## config.mk

```make
export PLATFORM = sky130hd
export DESIGN_NAME = digitizer_packet_word_decoder_core
export DESIGN_NICKNAME = d
export VERILOG_FILES = /design/src/rtl/dpwd_pkg.sv /design/src/rtl/dpwd_front.sv /design/src/rtl/dpwd_queue.sv /design/src/rtl/dpwd_back.sv /design/src/rtl/digitizer_packet_word_decoder_core.sv
export SDC_FILE = /design/constraint.sdc
export NUM_CORES = 1
export LEC_CHECK = 0
export BUFFER_PORTS_ARGS = -buffer_cell sky130_fd_sc_hd__buf_4
export CORE_ASPECT_RATIO = 1.4
export CORE_UTILIZATION = 35
export DETAILED_ROUTE_END_ITERATION = 16
export GPL_TIMING_DRIVEN = 0
export PLACE_DENSITY = 0.61
export SETUP_SLACK_MARGIN = 0.15
export SYNTH_ARGS = -nofsm -noshare
export SYNTH_HDL_FRONTEND = slang
export SYNTH_HIERARCHICAL = 1
export SYNTH_SLANG_ARGS = --single-unit
```

## constraint.sdc

```tcl
create_clock -name clk -period 18.3 [get_ports clk]
set_clock_uncertainty 0.15 [all_clocks]
set_input_delay 1.83 -clock clk [delete_from_list [all_inputs] [get_ports clk]]
set_output_delay 1.83 -clock clk [all_outputs]
set_load 0.1 [all_outputs]
```

## src/rtl/dpwd_pkg.sv

```systemverilog
// Shared types and constants for the digitizer packet word decoder.
// Used by the front, queue and back modules; depends on nothing.
package dpwd_pkg;

  localparam logic [31:0] MODULE_MARK = 32'ha000ffff;

  localparam logic [3:0] TAG_ADDR      = 4'h1;
  localparam logic [3:0] TAG_WAVE      = 4'h3;
  localparam logic [3:0] TAG_HDR_FIRST = 4'h8;
  localparam logic [3:0] TAG_HDR_REST  = 4'h9;
  localparam logic [3:0] TAG_CKSUM     = 4'hb;
  localparam logic [3:0] TAG_PREPOST   = 4'he;

  localparam logic [3:0] KIND_EVT     = 4'd0;
  localparam logic [3:0] KIND_CLOCK   = 4'd1;
  localparam logic [3:0] KIND_MODADDR = 4'd2;
  localparam logic [3:0] KIND_SLOT    = 4'd3;
  localparam logic [3:0] KIND_SAMPLE  = 4'd6;
  localparam logic [3:0] KIND_PREPOST = 4'd7;
  localparam logic [3:0] KIND_CKMSB   = 4'd8;
  localparam logic [3:0] KIND_CKLSB   = 4'd9;
  localparam logic [3:0] KIND_ERROR   = 4'd10;

  localparam logic [2:0] ERR_NONE       = 3'd0;
  localparam logic [2:0] ERR_BAD_TAG    = 3'd1;
  localparam logic [2:0] ERR_SHORT      = 3'd2;
  localparam logic [2:0] ERR_TOO_MANY   = 3'd3;
  localparam logic [2:0] ERR_WAVE_TAG   = 3'd4;
  localparam logic [2:0] ERR_MOD_MISMATCH = 3'd5;

  localparam logic [4:0] NUM_SAMPLES_RESET = 5'd12;
  localparam int HEADER_WORDS = 5;
  localparam int MAX_RES = 3;

  localparam int QUEUE_AW    = 2;
  localparam int QUEUE_DEPTH = 1 << QUEUE_AW;

  typedef struct packed {
    logic [3:0]  kind;
    logic [2:0]  error_code;
    logic [2:0]  module_res;
    logic [8:0]  channel;
    logic [4:0]  sample_index;
    logic [31:0] value_a;
    logic [13:0] value_b;
    logic        suppressed;
  } rec_t;

  // All results caused by one input word; cnt is 1 to 3 for a queued bundle.
  typedef struct packed {
    logic [1:0]         cnt;
    rec_t [MAX_RES-1:0] rec;
  } bundle_t;

  function automatic rec_t mk_rec(input logic [3:0] kind, input logic [2:0] err,
                                  input logic [2:0] mod, input logic [8:0] ch,
                                  input logic [4:0] si, input logic [31:0] va,
                                  input logic [13:0] vb, input logic sup);
    rec_t r;
    r.kind         = kind;
    r.error_code   = err;
    r.module_res   = mod;
    r.channel      = ch;
    r.sample_index = si;
    r.value_a      = va;
    r.value_b      = vb;
    r.suppressed   = sup;
    return r;
  endfunction

endpackage

```

## src/rtl/dpwd_front.sv

```systemverilog
// Front end: accepts packet words, tracks the packet state and builds the
// bundle of results for each word. Depends on dpwd_pkg.
module dpwd_front #(
  parameter int NUM_MODULES = 4
) (
  input  logic               clk,
  input  logic               rst,
  input  logic               in_valid,
  output logic               in_ready,
  input  logic [31:0]        word,
  input  logic               last,
  input  logic               cfg_valid,
  output logic               cfg_ready,
  input  logic [4:0]         cfg_data,
  output logic               push,
  output dpwd_pkg::bundle_t  push_data,
  input  logic               full
);
  import dpwd_pkg::*;

  typedef enum logic [2:0] {
    PH_HEADER, PH_HEADER_BAD, PH_SCAN, PH_MODHDR, PH_BODY, PH_WAVE, PH_HALT
  } phase_t;

  logic [4:0]  num_samples;
  logic [2:0]  word_count, word_count_next;
  logic [15:0] hw [HEADER_WORDS];
  logic [15:0] hw_next [HEADER_WORDS];
  phase_t      phase, phase_next;
  logic [1:0]  mhp, mhp_next;
  logic [2:0]  module_count, module_count_next;
  logic [2:0]  current_module, current_module_next;
  logic [8:0]  channel_counter, channel_counter_next;
  logic [8:0]  wave_channel, wave_channel_next;
  logic [4:0]  sample_pos, sample_pos_next;
  logic [4:0]  wwl, wwl_next;
  logic        parity_seen, parity_seen_next;
  logic        wave_pending, wave_pending_next;

  logic [1:0]         n;
  rec_t [MAX_RES-1:0] recs;
  logic [3:0]  tag;
  logic [3:0]  want;
  logic        run_packet;
  logic        do_wave;
  logic        body_close;
  logic [2:0]  mod;
  logic [8:0]  ch;
  logic [5:0]  p1;
  logic        accept;

  assign tag       = word[31:28];
  assign in_ready  = !full;
  assign cfg_ready = 1'b1;
  assign accept    = in_valid && in_ready;

  always_comb begin
    word_count_next      = word_count;
    hw_next              = hw;
    phase_next           = phase;
    mhp_next             = mhp;
    module_count_next    = module_count;
    current_module_next  = current_module;
    channel_counter_next = channel_counter;
    wave_channel_next    = wave_channel;
    sample_pos_next      = sample_pos;
    wwl_next             = wwl;
    parity_seen_next     = parity_seen;
    wave_pending_next    = wave_pending;
    n          = 2'd0;
    recs       = '0;
    want       = TAG_HDR_REST;
    run_packet = 1'b0;
    do_wave    = 1'b0;
    body_close = 1'b0;
    mod        = word[8:6];
    ch         = {word[8:6], word[5:0]};
    p1         = {1'b0, sample_pos} + 6'd1;

    if (phase == PH_HEADER || phase == PH_HEADER_BAD) begin
      if (word_count < 3'(HEADER_WORDS)) begin
        want = (word_count == 3'd0) ? TAG_HDR_FIRST : TAG_HDR_REST;
        hw_next[word_count] = word[15:0];
        if (tag != want) phase_next = PH_HEADER_BAD;
        word_count_next = word_count + 3'd1;
        if (last) begin
          recs[n] = mk_rec(KIND_ERROR, ERR_SHORT, 3'd0, 9'd0, 5'd0, word, 14'd0, 1'b0);
          n = n + 2'd1;
        end
      end else if (phase == PH_HEADER_BAD) begin
        recs[n] = mk_rec(KIND_ERROR, ERR_BAD_TAG, 3'd0, 9'd0, 5'd0, word, 14'd0, 1'b0);
        n = n + 2'd1;
        phase_next = PH_HALT;
      end else begin
        recs[0] = mk_rec(KIND_EVT, ERR_NONE, 3'd0, 9'd0, 5'd0, {hw[2], hw[0]}, 14'd0, 1'b0);
        recs[1] = mk_rec(KIND_CLOCK, ERR_NONE, 3'd0, 9'd0, 5'd0, {hw[1], hw[4]}, 14'd0,
                         1'b0);
        recs[2] = mk_rec(KIND_MODADDR, ERR_NONE, 3'd0, 9'd0, 5'd0, {16'd0, hw[3]}, 14'd0,
                         1'b0);
        n = 2'd3;
        phase_next = PH_SCAN;
        run_packet = 1'b1;
      end
    end else if (phase != PH_HALT) begin
      run_packet = 1'b1;
    end

    if (run_packet) begin
      case (phase_next)
        PH_SCAN: begin
          if (word == MODULE_MARK) begin
            phase_next           = PH_MODHDR;
            mhp_next             = 2'd0;
            current_module_next  = module_count;
            channel_counter_next = {module_count, 6'd0};
            parity_seen_next     = 1'b0;
            wave_pending_next    = 1'b0;
            sample_pos_next      = 5'd0;
          end
        end
        PH_MODHDR: begin
          if (n != 2'd3) begin
            recs[n] = mk_rec(KIND_SLOT + {2'd0, mhp}, ERR_NONE, module_count, 9'd0, 5'd0,
                             {16'd0, word[15:0]}, 14'd0, 1'b0);
            n = n + 2'd1;
          end
          mhp_next = mhp + 2'd1;
          if (mhp_next == 2'd3) phase_next = PH_BODY;
        end
        PH_WAVE: begin
          do_wave = 1'b1;
        end
        PH_BODY: begin
          wave_pending_next = 1'b0;
          if (wave_pending && tag == TAG_WAVE) begin
            phase_next = PH_WAVE;
            wwl_next   = {1'b0, num_samples[4:1]} + 5'd1;
            do_wave    = 1'b1;
          end else begin
            case (tag)
              TAG_PREPOST: begin
                if (n != 2'd3) begin
                  recs[n] = mk_rec(KIND_PREPOST, ERR_NONE, current_module,
                                   channel_counter ^ 9'd1, 5'd0, {18'd0, word[13:0]},
                                   word[27:14], 1'b1);
                  n = n + 2'd1;
                end
                channel_counter_next = channel_counter + 9'd1;
              end
              TAG_ADDR: begin
                current_module_next = mod;
                if (mod != module_count || {1'b0, mod} >= 4'(NUM_MODULES)) begin
                  if (n != 2'd3) begin
                    recs[n] = mk_rec(KIND_ERROR, ERR_MOD_MISMATCH, mod, 9'd0, 5'd0, word,
                                     14'd0, 1'b0);
                    n = n + 2'd1;
                  end
                end
                sample_pos_next      = 5'd0;
                parity_seen_next     = 1'b0;
                wave_channel_next    = ch ^ 9'd1;
                channel_counter_next = ch + 9'd1;
                wave_pending_next    = 1'b1;
              end
              TAG_CKSUM: begin
                if (n != 2'd3) begin
                  recs[n] = mk_rec(parity_seen ? KIND_CKLSB : KIND_CKMSB, ERR_NONE,
                                   current_module, 9'd0, 5'd0, {16'd0, word[15:0]},
                                   14'd0, 1'b0);
                  n = n + 2'd1;
                end
                if (!parity_seen) parity_seen_next = 1'b1;
                else body_close = 1'b1;
              end
              default: begin
                // Unknown body words are skipped.
              end
            endcase
          end
        end
        default: begin
        end
      endcase
    end

    if (do_wave) begin
      case (tag)
        TAG_WAVE: begin
          if (sample_pos < num_samples && n != 2'd3) begin
            recs[n] = mk_rec(KIND_SAMPLE, ERR_NONE, current_module, wave_channel,
                             sample_pos, {18'd0, word[13:0]}, 14'd0, 1'b0);
            n = n + 2'd1;
          end
          if (p1 < {1'b0, num_samples} && n != 2'd3) begin
            recs[n] = mk_rec(KIND_SAMPLE, ERR_NONE, current_module, wave_channel,
                             p1[4:0], {18'd0, word[27:14]}, 14'd0, 1'b0);
            n = n + 2'd1;
          end
          sample_pos_next = sample_pos + 5'd2;
        end
        TAG_PREPOST: begin
          if (n != 2'd3) begin
            recs[n] = mk_rec(KIND_PREPOST, ERR_NONE, current_module, wave_channel, 5'd0,
                             {18'd0, word[13:0]}, word[27:14], 1'b0);
            n = n + 2'd1;
          end
        end
        default: begin
          if (n != 2'd3) begin
            recs[n] = mk_rec(KIND_ERROR, ERR_WAVE_TAG, current_module, 9'd0, 5'd0, word,
                             14'd0, 1'b0);
            n = n + 2'd1;
          end
        end
      endcase
      wwl_next = wwl_next - 5'd1;
      if (wwl_next == 5'd0) phase_next = PH_BODY;
    end

    // A module closes on its second checksum word or when the packet ends inside it.
    if (body_close || (last && (phase_next inside {PH_MODHDR, PH_BODY, PH_WAVE}))) begin
      if ({1'b0, module_count} + 4'd1 >= 4'(NUM_MODULES)) begin
        if (n != 2'd3) begin
          recs[n] = mk_rec(KIND_ERROR, ERR_TOO_MANY, module_count, 9'd0, 5'd0, word,
                           14'd0, 1'b0);
          n = n + 2'd1;
        end
        phase_next = PH_HALT;
      end else begin
        phase_next = PH_SCAN;
      end
      module_count_next = module_count + 3'd1;
    end

    if (last) begin
      word_count_next = 3'd0;
      for (int i = 0; i < HEADER_WORDS; i++) hw_next[i] = 16'd0;
      phase_next           = PH_HEADER;
      mhp_next             = 2'd0;
      module_count_next    = 3'd0;
      current_module_next  = 3'd0;
      channel_counter_next = 9'd0;
      wave_channel_next    = 9'd0;
      sample_pos_next      = 5'd0;
      wwl_next             = 5'd0;
      parity_seen_next     = 1'b0;
      wave_pending_next    = 1'b0;
    end
  end

  assign push          = accept && (n != 2'd0);
  assign push_data.cnt = n;
  assign push_data.rec = recs;

  always_ff @(posedge clk) begin
    if (rst) begin
      num_samples     <= NUM_SAMPLES_RESET;
      word_count      <= 3'd0;
      for (int i = 0; i < HEADER_WORDS; i++) hw[i] <= 16'd0;
      phase           <= PH_HEADER;
      mhp             <= 2'd0;
      module_count    <= 3'd0;
      current_module  <= 3'd0;
      channel_counter <= 9'd0;
      wave_channel    <= 9'd0;
      sample_pos      <= 5'd0;
      wwl             <= 5'd0;
      parity_seen     <= 1'b0;
      wave_pending    <= 1'b0;
    end else begin
      if (cfg_valid && cfg_ready) num_samples <= cfg_data;
      if (accept) begin
        word_count      <= word_count_next;
        hw              <= hw_next;
        phase           <= phase_next;
        mhp             <= mhp_next;
        module_count    <= module_count_next;
        current_module  <= current_module_next;
        channel_counter <= channel_counter_next;
        wave_channel    <= wave_channel_next;
        sample_pos      <= sample_pos_next;
        wwl             <= wwl_next;
        parity_seen     <= parity_seen_next;
        wave_pending    <= wave_pending_next;
      end
    end
  end

endmodule

```

## src/rtl/dpwd_queue.sv

```systemverilog
// Short queue of result bundles between the front and back ends.
// Depends on dpwd_pkg.
module dpwd_queue (
  input  logic               clk,
  input  logic               rst,
  input  logic               push,
  input  dpwd_pkg::bundle_t  push_data,
  output logic               full,
  input  logic               pop,
  output dpwd_pkg::bundle_t  head,
  output logic               empty
);
  import dpwd_pkg::*;

  bundle_t             slots [QUEUE_DEPTH];
  logic [QUEUE_AW-1:0] wr_ptr;
  logic [QUEUE_AW-1:0] rd_ptr;
  logic [QUEUE_AW:0]   count;

  assign full  = (count == (QUEUE_AW + 1)'(QUEUE_DEPTH));
  assign empty = (count == '0);
  assign head  = slots[rd_ptr];

  always_ff @(posedge clk) begin
    if (push) slots[wr_ptr] <= push_data;
  end

  always_ff @(posedge clk) begin
    if (rst) begin
      wr_ptr <= '0;
      rd_ptr <= '0;
      count  <= '0;
    end else begin
      if (push) wr_ptr <= wr_ptr + 1'b1;
      if (pop) rd_ptr <= rd_ptr + 1'b1;
      if (push && !pop) count <= count + 1'b1;
      else if (pop && !push) count <= count - 1'b1;
    end
  end

endmodule

```

## src/rtl/dpwd_back.sv

```systemverilog
// Back end: sends the results of each queued bundle one per transfer through
// an output register. Depends on dpwd_pkg.
module dpwd_back (
  input  logic               clk,
  input  logic               rst,
  input  dpwd_pkg::bundle_t  head,
  input  logic               empty,
  output logic               pop,
  output logic               m_axis_tvalid,
  input  logic               m_axis_tready,
  output logic [71:0]        m_axis_tdata,
  output logic [3:0]         m_axis_tuser,
  output logic               m_axis_tlast
);
  import dpwd_pkg::*;

  logic [1:0] idx;
  logic       load;
  logic       head_last;
  rec_t       out_rec;

  assign load      = !empty && (!m_axis_tvalid || m_axis_tready);
  assign head_last = (idx == head.cnt - 2'd1);
  assign pop       = load && head_last;

  assign m_axis_tuser = out_rec.kind;
  assign m_axis_tdata = {5'd0, out_rec.suppressed, out_rec.value_b, out_rec.value_a,
                         out_rec.sample_index, out_rec.channel, out_rec.module_res,
                         out_rec.error_code};

  always_ff @(posedge clk) begin
    if (rst) begin
      m_axis_tvalid <= 1'b0;
      idx           <= 2'd0;
    end else begin
      if (load) begin
        m_axis_tvalid <= 1'b1;
        idx           <= head_last ? 2'd0 : idx + 2'd1;
      end else if (m_axis_tready) begin
        m_axis_tvalid <= 1'b0;
      end
    end
  end

  always_ff @(posedge clk) begin
    if (load) begin
      out_rec      <= head.rec[idx];
      m_axis_tlast <= head_last;
    end
  end

endmodule

```

## src/rtl/digitizer_packet_word_decoder_core.sv

```systemverilog
// Digitizer packet word decoder, top level. Words are taken at one per clock
// while the result queue has room; results pass through the queue and the
// output register and leave at one per clock while m_axis_tready is high,
// so a word with k results takes k transfers (the output port is the limit).
// Synchronous reset returns the packet state to the header, empties the queue
// and sets num_samples to 12. Uses dpwd_front, dpwd_queue, dpwd_back.
module digitizer_packet_word_decoder_core #(
  parameter int NUM_MODULES = 4
) (
  input  logic        clk,
  input  logic        rst,
  input  logic        s_axis_tvalid,
  output logic        s_axis_tready,
  input  logic [31:0] s_axis_tdata,  // word[31:0]
  input  logic        s_axis_tlast,
  input  logic        cfg_valid,
  output logic        cfg_ready,
  input  logic [4:0]  cfg_data,      // num_samples
  output logic        m_axis_tvalid,
  input  logic        m_axis_tready,
  // error_code[2:0], module_res[5:3], channel[14:6], sample_index[19:15],
  // value_a[51:20], value_b[65:52], suppressed[66], zero[71:67]
  output logic [71:0] m_axis_tdata,
  output logic [3:0]  m_axis_tuser,  // kind[3:0]
  output logic        m_axis_tlast
);
  import dpwd_pkg::*;

  logic    push;
  bundle_t push_data;
  logic    full;
  logic    pop;
  bundle_t head;
  logic    empty;

  dpwd_front #(
    .NUM_MODULES(NUM_MODULES)
  ) u_front (
    .clk       (clk),
    .rst       (rst),
    .in_valid  (s_axis_tvalid),
    .in_ready  (s_axis_tready),
    .word      (s_axis_tdata),
    .last      (s_axis_tlast),
    .cfg_valid (cfg_valid),
    .cfg_ready (cfg_ready),
    .cfg_data  (cfg_data),
    .push      (push),
    .push_data (push_data),
    .full      (full)
  );

  dpwd_queue u_queue (
    .clk       (clk),
    .rst       (rst),
    .push      (push),
    .push_data (push_data),
    .full      (full),
    .pop       (pop),
    .head      (head),
    .empty     (empty)
  );

  dpwd_back u_back (
    .clk           (clk),
    .rst           (rst),
    .head          (head),
    .empty         (empty),
    .pop           (pop),
    .m_axis_tvalid (m_axis_tvalid),
    .m_axis_tready (m_axis_tready),
    .m_axis_tdata  (m_axis_tdata),
    .m_axis_tuser  (m_axis_tuser),
    .m_axis_tlast  (m_axis_tlast)
  );

endmodule
```

==> metrics, run 1 <==
Post-CTS Hold Buffers 0; Port Buf Inserts 96; Die Area 132000 um2; total negative slack 0 ns; row count 156; clock sink count 1073; commonest non-fill, non-tap cell in the layout edfxtp_1; reg-to-reg setup timing slack 8.37 ns; total power 6.95 mW; Slew HR -0.0204; slowest cell on the critical path and2_4; starting density of the core 0.353; Yosys cell types 103; Post-CTS Resized 0; die height 429 um; RR Endpoint u_queue/slots[0][168]; WP data required 18.53 ns; Max FO, Critical Path 50; # nets final 3191; worst hold slack roughly 0.33 ns; Worst Setup End Kind register; post-route ant nets 0; Die Width 307 um; Syn-to-layout area delta 14.8%; worst min path class reg2reg; Worst EP arrival 10.16 ns; cell area after layout 52300 um2; Post-synth EDFFs around 930; cts bufs inserted 98; core region area 129000 um2; Pre-antenna DRT Iters 6; Crit Reg-Reg Startpoint u_front/phase[1]; WHS Path Cells 2; CTS Root Cell clkbuf_16; most frequent cells in the layout edfxtp_1 (932), mux4_2 (215), nand2_1 (200), nor2_1 (162), dfxtp_1 (141); Overflow after GRT 0; syn_area_per_cell about 16 um2; startpoint types register; cell family with most CP delay buffers and inverters; vias in the first global route about 28000; IO Pins 123; setup ws final 8.37 ns; PwrDens 133 nW/um2; status complete, but fails checks; Max IR drop VDD 103 uV; asr flop ratio synth 0; final cell utilization of the core 0.405; fmax 101 MHz; vias per inst 5.51; Worst Tran Pin Value roughly 1.5 ns; # DRC 0; FF+latch count, synth 1073; DP Cell Count roughly 4800; hold_sp u_front/wwl[3]; max_cap viols 2; Synth Cell Area ~46000 um2; share of layout cells above drive strength 1 0.197; drt total wl 135 mm; vias 27200; worst reg2reg path depth 26; Seq/Total Area, Yosys 0.677; initial antenna violation count 15; drt initial violations ~2700; period utilization 0.542; unrepaired setup endpoints after global routing false; final hold viol count 0; Crit Path Class reg2reg; hpwl dp 93.7 mm; clock period minus worst slack between 9 and 10 ns; Slew Limit Fails 11; gr usage total 0.203; Worst-Skew Late Latency 0.71 ns; pin count of the biggest net entering global routing 57; Post-Layout Cell Count 4937; Synth Instances between 2000 and 3000; Lkg Pwr ~17 nW; clock buffer depth 3; CTS tree built; Post-synth top flop edfxtp_1; placed inst area a little under 50000 um2; Setup WS pre-CTS between 8 and 9 ns; Setup violations, final 0; CP Buf/Inv Count 12; clock transition at the registers of the reported paths approximately 0.070 ns; post-CTS setup buffer count 0; WHS Endpoint u_front/wwl[3]; global-route wire length before repair 193 mm; Largest stage delay, worst path 0.73 ns; wire per inst ~27 um; H-Tree Depth 3; gpl congestion 0.985; YS warnings 6; failing checks max-capacitance violations, max-slew violations
[report_power, final]
part           switching [mW]  internal (mW)  leakage, nW  total, mW
registers              0.0502           2.88         10.5       2.93
clock network           0.932           1.20         1.61       2.14
logic                    1.30          0.589         5.30       1.89
total                    2.28           4.67         17.4       6.95
[per-layer routing]
metal / global-route usage / wire, um / share of wire
met3: 0.0369 / 8410 / 0.062
met4: 0.0989 / 6610 / 0.049
met1: 0.244 / 51600 / 0.38
met5: 0 / 132 / 0.00098
met2: 0.350 / 67900 / 0.50
[state kept, by name, indices dropped and copies added, names as in the netlist, named ones only]
signal,cells
u_back/idx,2
u_front/module_count,3
u_back/m_axis_tdata,67
u_front/num_samples,5
u_front/wave_pending,1
u_front/channel_counter,9
u_front/hw,80
u_front/current_module,3
u_front/phase,3
u_front/wave_channel,9
u_back/m_axis_tlast,1
u_front/parity_seen,1
u_queue/slots,860
u_front/sample_pos,5
u_front/wwl,5
u_back/m_axis_tvalid,1
u_queue/count,3
u_back/m_axis_tuser,4
u_queue/rd_ptr,2
u_front/word_count,3
u_front/mhp,2
u_queue/wr_ptr,2
[worst max-delay path by stage]
| stage | from | to | cells after the start |
|---|---|---|---|
| after global routing | u_front/phase[1] | u_queue/slots[0][92] | 26 |
| after floorplan | s_axis_tdata[29] | u_queue/slots[0][0] | 22 |
| final | u_front/phase[1] | u_queue/slots[0][168] | 26 |
| after CTS | u_front/phase[1] | u_queue/slots[0][167] | 26 |
| after detailed placement | s_axis_tdata[29] | u_queue/slots[0][168] | 27 |
| after global placement | s_axis_tdata[29] | u_queue/slots[3][168] | 23 |
[kinds of logic (layout without fill, tap and decap cells)]
logic type      count (synthesis)  in the layout  synth area share
fa+ha+maj                      35             35           0.00978
other cells                     3             10          0.000247
flops                        1073           1073             0.677
compound gates                549            549            0.0846
simple gates                  609            609            0.0639
mux                           313            313             0.128
buf+inv                       278            576            0.0301
xor+xnor                       34             34           0.00654
[synthesized netlist by cell type, drive strengths merged (12+ instances only)]
cell type	instances	share of area
a41oi	14	0.0027
nand2	201	0.017
nor3	36	0.0042
nor2b	29	0.0040
o2bb2ai	14	0.0027
dfxtp	141	0.062
edfxtp	932	0.61
mux4	215	0.11
o21ai	143	0.016
and2	63	0.0087
mux2i	92	0.020
a31oi	15	0.0027
xnor2	19	0.0037
ha	34	0.0093
a21oi	80	0.0089
nor2	162	0.013
inv	43	0.0035
clkbuf	122	0.010
a22oi	124	0.020
nand3	44	0.0052
xor2	15	0.0029
a22o	60	0.012
buf	113	0.016
nand4	12	0.0020
[final cells by class]
type / instances / area, um2
diodes: 2 / 5.00
inverters: 43 / 164
clock buffers: 122 / 2650
repair buffers: 114 / 1190
flip-flops and latches: 1073 / 30800
fillers: 11800 / 76700
well taps: 1738 / 2170
multi-input cells: 1548 / 13400
plain buffers: 235 / 1210
clock inverters: 62 / 704
[tightest hold or removal path: cells and delay by family, from the launching register on]
kind             cells  cell delay [ns]
AO/OA/AOI/OAI        1             0.06
flip-flops           1             0.31
AND/OR/NAND/NOR      1             0.06
Note: power is estimated with default switching activity, not from simulation.
==> run 2, diff against run 1 <==
--- a/config.mk
+++ b/config.mk
@@ -5,12 +5,13 @@
 export SDC_FILE = /design/constraint.sdc
 export NUM_CORES = 1
 export LEC_CHECK = 0
+export ABC_AREA = 1
 export BUFFER_PORTS_ARGS = -buffer_cell sky130_fd_sc_hd__buf_4
 export CORE_ASPECT_RATIO = 1.4
 export CORE_UTILIZATION = 35
 export DETAILED_ROUTE_END_ITERATION = 16
 export GPL_TIMING_DRIVEN = 0
-export PLACE_DENSITY = 0.61
+export PLACE_DENSITY = 0.62
 export SETUP_SLACK_MARGIN = 0.15
 export SYNTH_ARGS = -nofsm -noshare
 export SYNTH_HDL_FRONTEND = slang
==> constraint.sdc (replaced) <==
create_clock -name clk -period 8.3 [get_ports clk]
set_clock_uncertainty 0.15 [all_clocks]
set_input_delay 0.83 -clock clk [delete_from_list [all_inputs] [get_ports clk]]
set_output_delay 0.83 -clock clk [all_outputs]
set_load 0.1 [all_outputs]
==> metrics, run 2 <==
Met3 Wirelength 14.7 mm; Top Metal Used met5; Synth Instances 4700; Synth Cell Area 49000 um2; YS warnings 6; gr usage total 0.263; PwrDens 287 nW/um2; wire per inst 27.9 um; row count 162; H-Tree Depth 3; Worst Setup End Kind register; hpwl dp 139 mm; WHS Path Cells 3; final cell utilization of the core 0.404; CTS tree built; FF+latch count, synth around 1100; Slew HR 0.0750; Slew Limit Fails 0; WHS Endpoint u_front/num_samples[3]; met2 wire len 91.1 mm; cell family with most CP delay buffers and inverters; initial antenna violation count 9; worst min path class in2reg; Largest stage delay, worst path 0.51 ns; startpoint types register; Seq/Total Area, Yosys 0.628; worst reg2reg path depth 33; Worst EP arrival 8.36 ns; most frequent cell after synthesis edfxtp_1; CTS Root Cell clkbuf_16; # nets final 5028; max FFs per register 860; Max IR drop VDD 247 uV; Worst-Skew Late Latency between 0.7 and 0.8 ns; starting density of the core 0.353; Overflow after GRT 0; reg-to-reg setup timing slack 0.19 ns; largest area contributor in the netlist edfxtp_1; Crit Path Class reg2reg; Max FO, Critical Path 33; drt total wl 191 mm; clock period minus worst slack 8.11 ns; vias per inst 5.68; total power around 16 mW; placed inst area 52800 um2; Post-synth top flop edfxtp_1; clock transition at the registers of the reported paths 0.06 ns; vias 38900; cts bufs inserted 97; setup ws final 0.191 ns; top post-synthesis cells by count edfxtp_1 (932), nor2_1 (788), nand2_1 (634), o21ai_0 (589), o22ai_1 (228); hold_sp cfg_data[3]; clock buffer depth 3; share of layout cells above drive strength 1 0.133; CP Buf/Inv Count 17; IO Pins 123; largest cells by area after synthesis edfxtp_1 (57%), nor2_1 (6.0%), o21ai_0 (6.0%); global-route wire length before repair 268 mm; max_cap viols 0; Yosys top cell area share 0.571; slowest cell on the critical path buf_2; syn_area_per_cell 10.4 um2; gpl congestion about 1.0; pin count of the biggest net entering global routing 52; Post-Layout Cell Count 6846; unrepaired setup endpoints after global routing false; Die Area 142000 um2; core region area about 140000 um2; DP Cell Count ~6600; final hold viol count 0; clock sink count 1073; Post-synth EDFFs 932; Port Buf Inserts 108; cell area after layout 56200 um2; drt initial violations 4277; largest reg by FF count u_queue/slots; WP data required 8.56 ns; Die Width 318 um; Setup violations, final 0; status completed; post-route ant nets 0; Crit Reg-Reg Startpoint u_front/word_count[0]; RR Endpoint u_queue/slots[2][155]; worst hold slack ~0.22 ns; die height ~440 um; vias in the first global route 37000; fmax 123 MHz; Setup WS pre-CTS 0.117 ns; # DRC 0; commonest non-fill, non-tap cell in the layout edfxtp_1; Worst Tran Pin Value 1.38 ns; most frequent cells in the layout edfxtp_1 (932), nor2_1 (788), nand2_1 (634), o21ai_0 (587), o22ai_1 (228); Yosys cell types 63; Pre-antenna DRT Iters 6; Lkg Pwr 19.4 nW; period utilization 0.977; Syn-to-layout area delta 14.6%; asr flop ratio synth 0; total negative slack 0 ns; M1 wire length around 70 mm
## run 2: changes by cell type in the layout (fill, tap and decap cells not counted), moves of 170 or more
cell,delta
inv_1,+170
mux4_2,-215
nand2_1,+434
nor2_1,+626
o21ai_0,+526
o22ai_1,+220
## run 2: worst max-delay path by stage
stage | slack, ns | depth (start not counted) | to | startpoint
global placement | -4.47 | 29 | u_queue/slots[0][153] | u_front/phase[1]
CTS | 0.22 | 33 | u_queue/slots[3][132] | u_front/phase[1]
floorplan | 0.88 | 29 | u_queue/slots[0][0] | s_axis_tdata[6]
finish | 0.19 | 33 | u_queue/slots[2][155] | u_front/word_count[0]
global route | 0.22 | 33 | u_queue/slots[2][155] | u_front/word_count[0]
detailed placement | 0.12 | 34 | u_queue/slots[2][155] | u_front/phase[1]
## run 2: tightest hold or removal path, delay by kind of cell
| kind | cells | cell delay (ns) |
|---|---|---|
| buffers and inverters | 1 | 0.10 |
| AO/OA/AOI/OAI | 2 | 0.13 |
## run 2: cells by family (layout without fill, tap and decap cells)
| group | count (synthesis) | count (layout) | synth area share |
|---|---|---|---|
| simple gates | 1739 | 1739 | 0.153 |
| compound gates | 1272 | 1272 | 0.150 |
| flops | 1073 | 1073 | 0.628 |
| buf+inv | 564 | 893 | 0.0572 |
| fa+ha+maj | 35 | 35 | 0.00908 |
| xor+xnor | 14 | 14 | 0.00250 |
| other cells | 3 | 16 | 0.000230 |
## run 2: final cells by class
| class | instances | area (um2) |
|---|---|---|
| plain buffers | 327 | 1910 |
| well taps | 1804 | 2260 |
| fillers | 13400 | 82800 |
| multi-input cells | 3068 | 15500 |
| flip-flops and latches | 1073 | 30800 |
| diodes | 8 | 20.0 |
| inverters | 237 | 920 |
| repair buffers | 143 | 1460 |
| repair inverters | 3 | 15.0 |
| clock inverters | 56 | 682 |
| clock buffers | 127 | 2680 |
## run 2: repair_timing
action	CTS	global route
endpoints found under the setup margin	22	231
cloned	1	2
hold buffers	0	0
buffers inserted	1	3
resized for setup	0	2
## run 2: power by group
part	leakage, nW	internal [mW]	switching, mW
Clock	1.65	2.73	2.03
Combinational	7.96	1.09	3.78
Sequential	9.78	6.35	0.128
Total	19.4	10.2	5.94
## run 2: metal layers
layer  up-vias  GRT usage
met2      2005      0.435
met4         2      0.183
met1     19100      0.316
li1      17200          -
met5         -          0
met3       494     0.0408
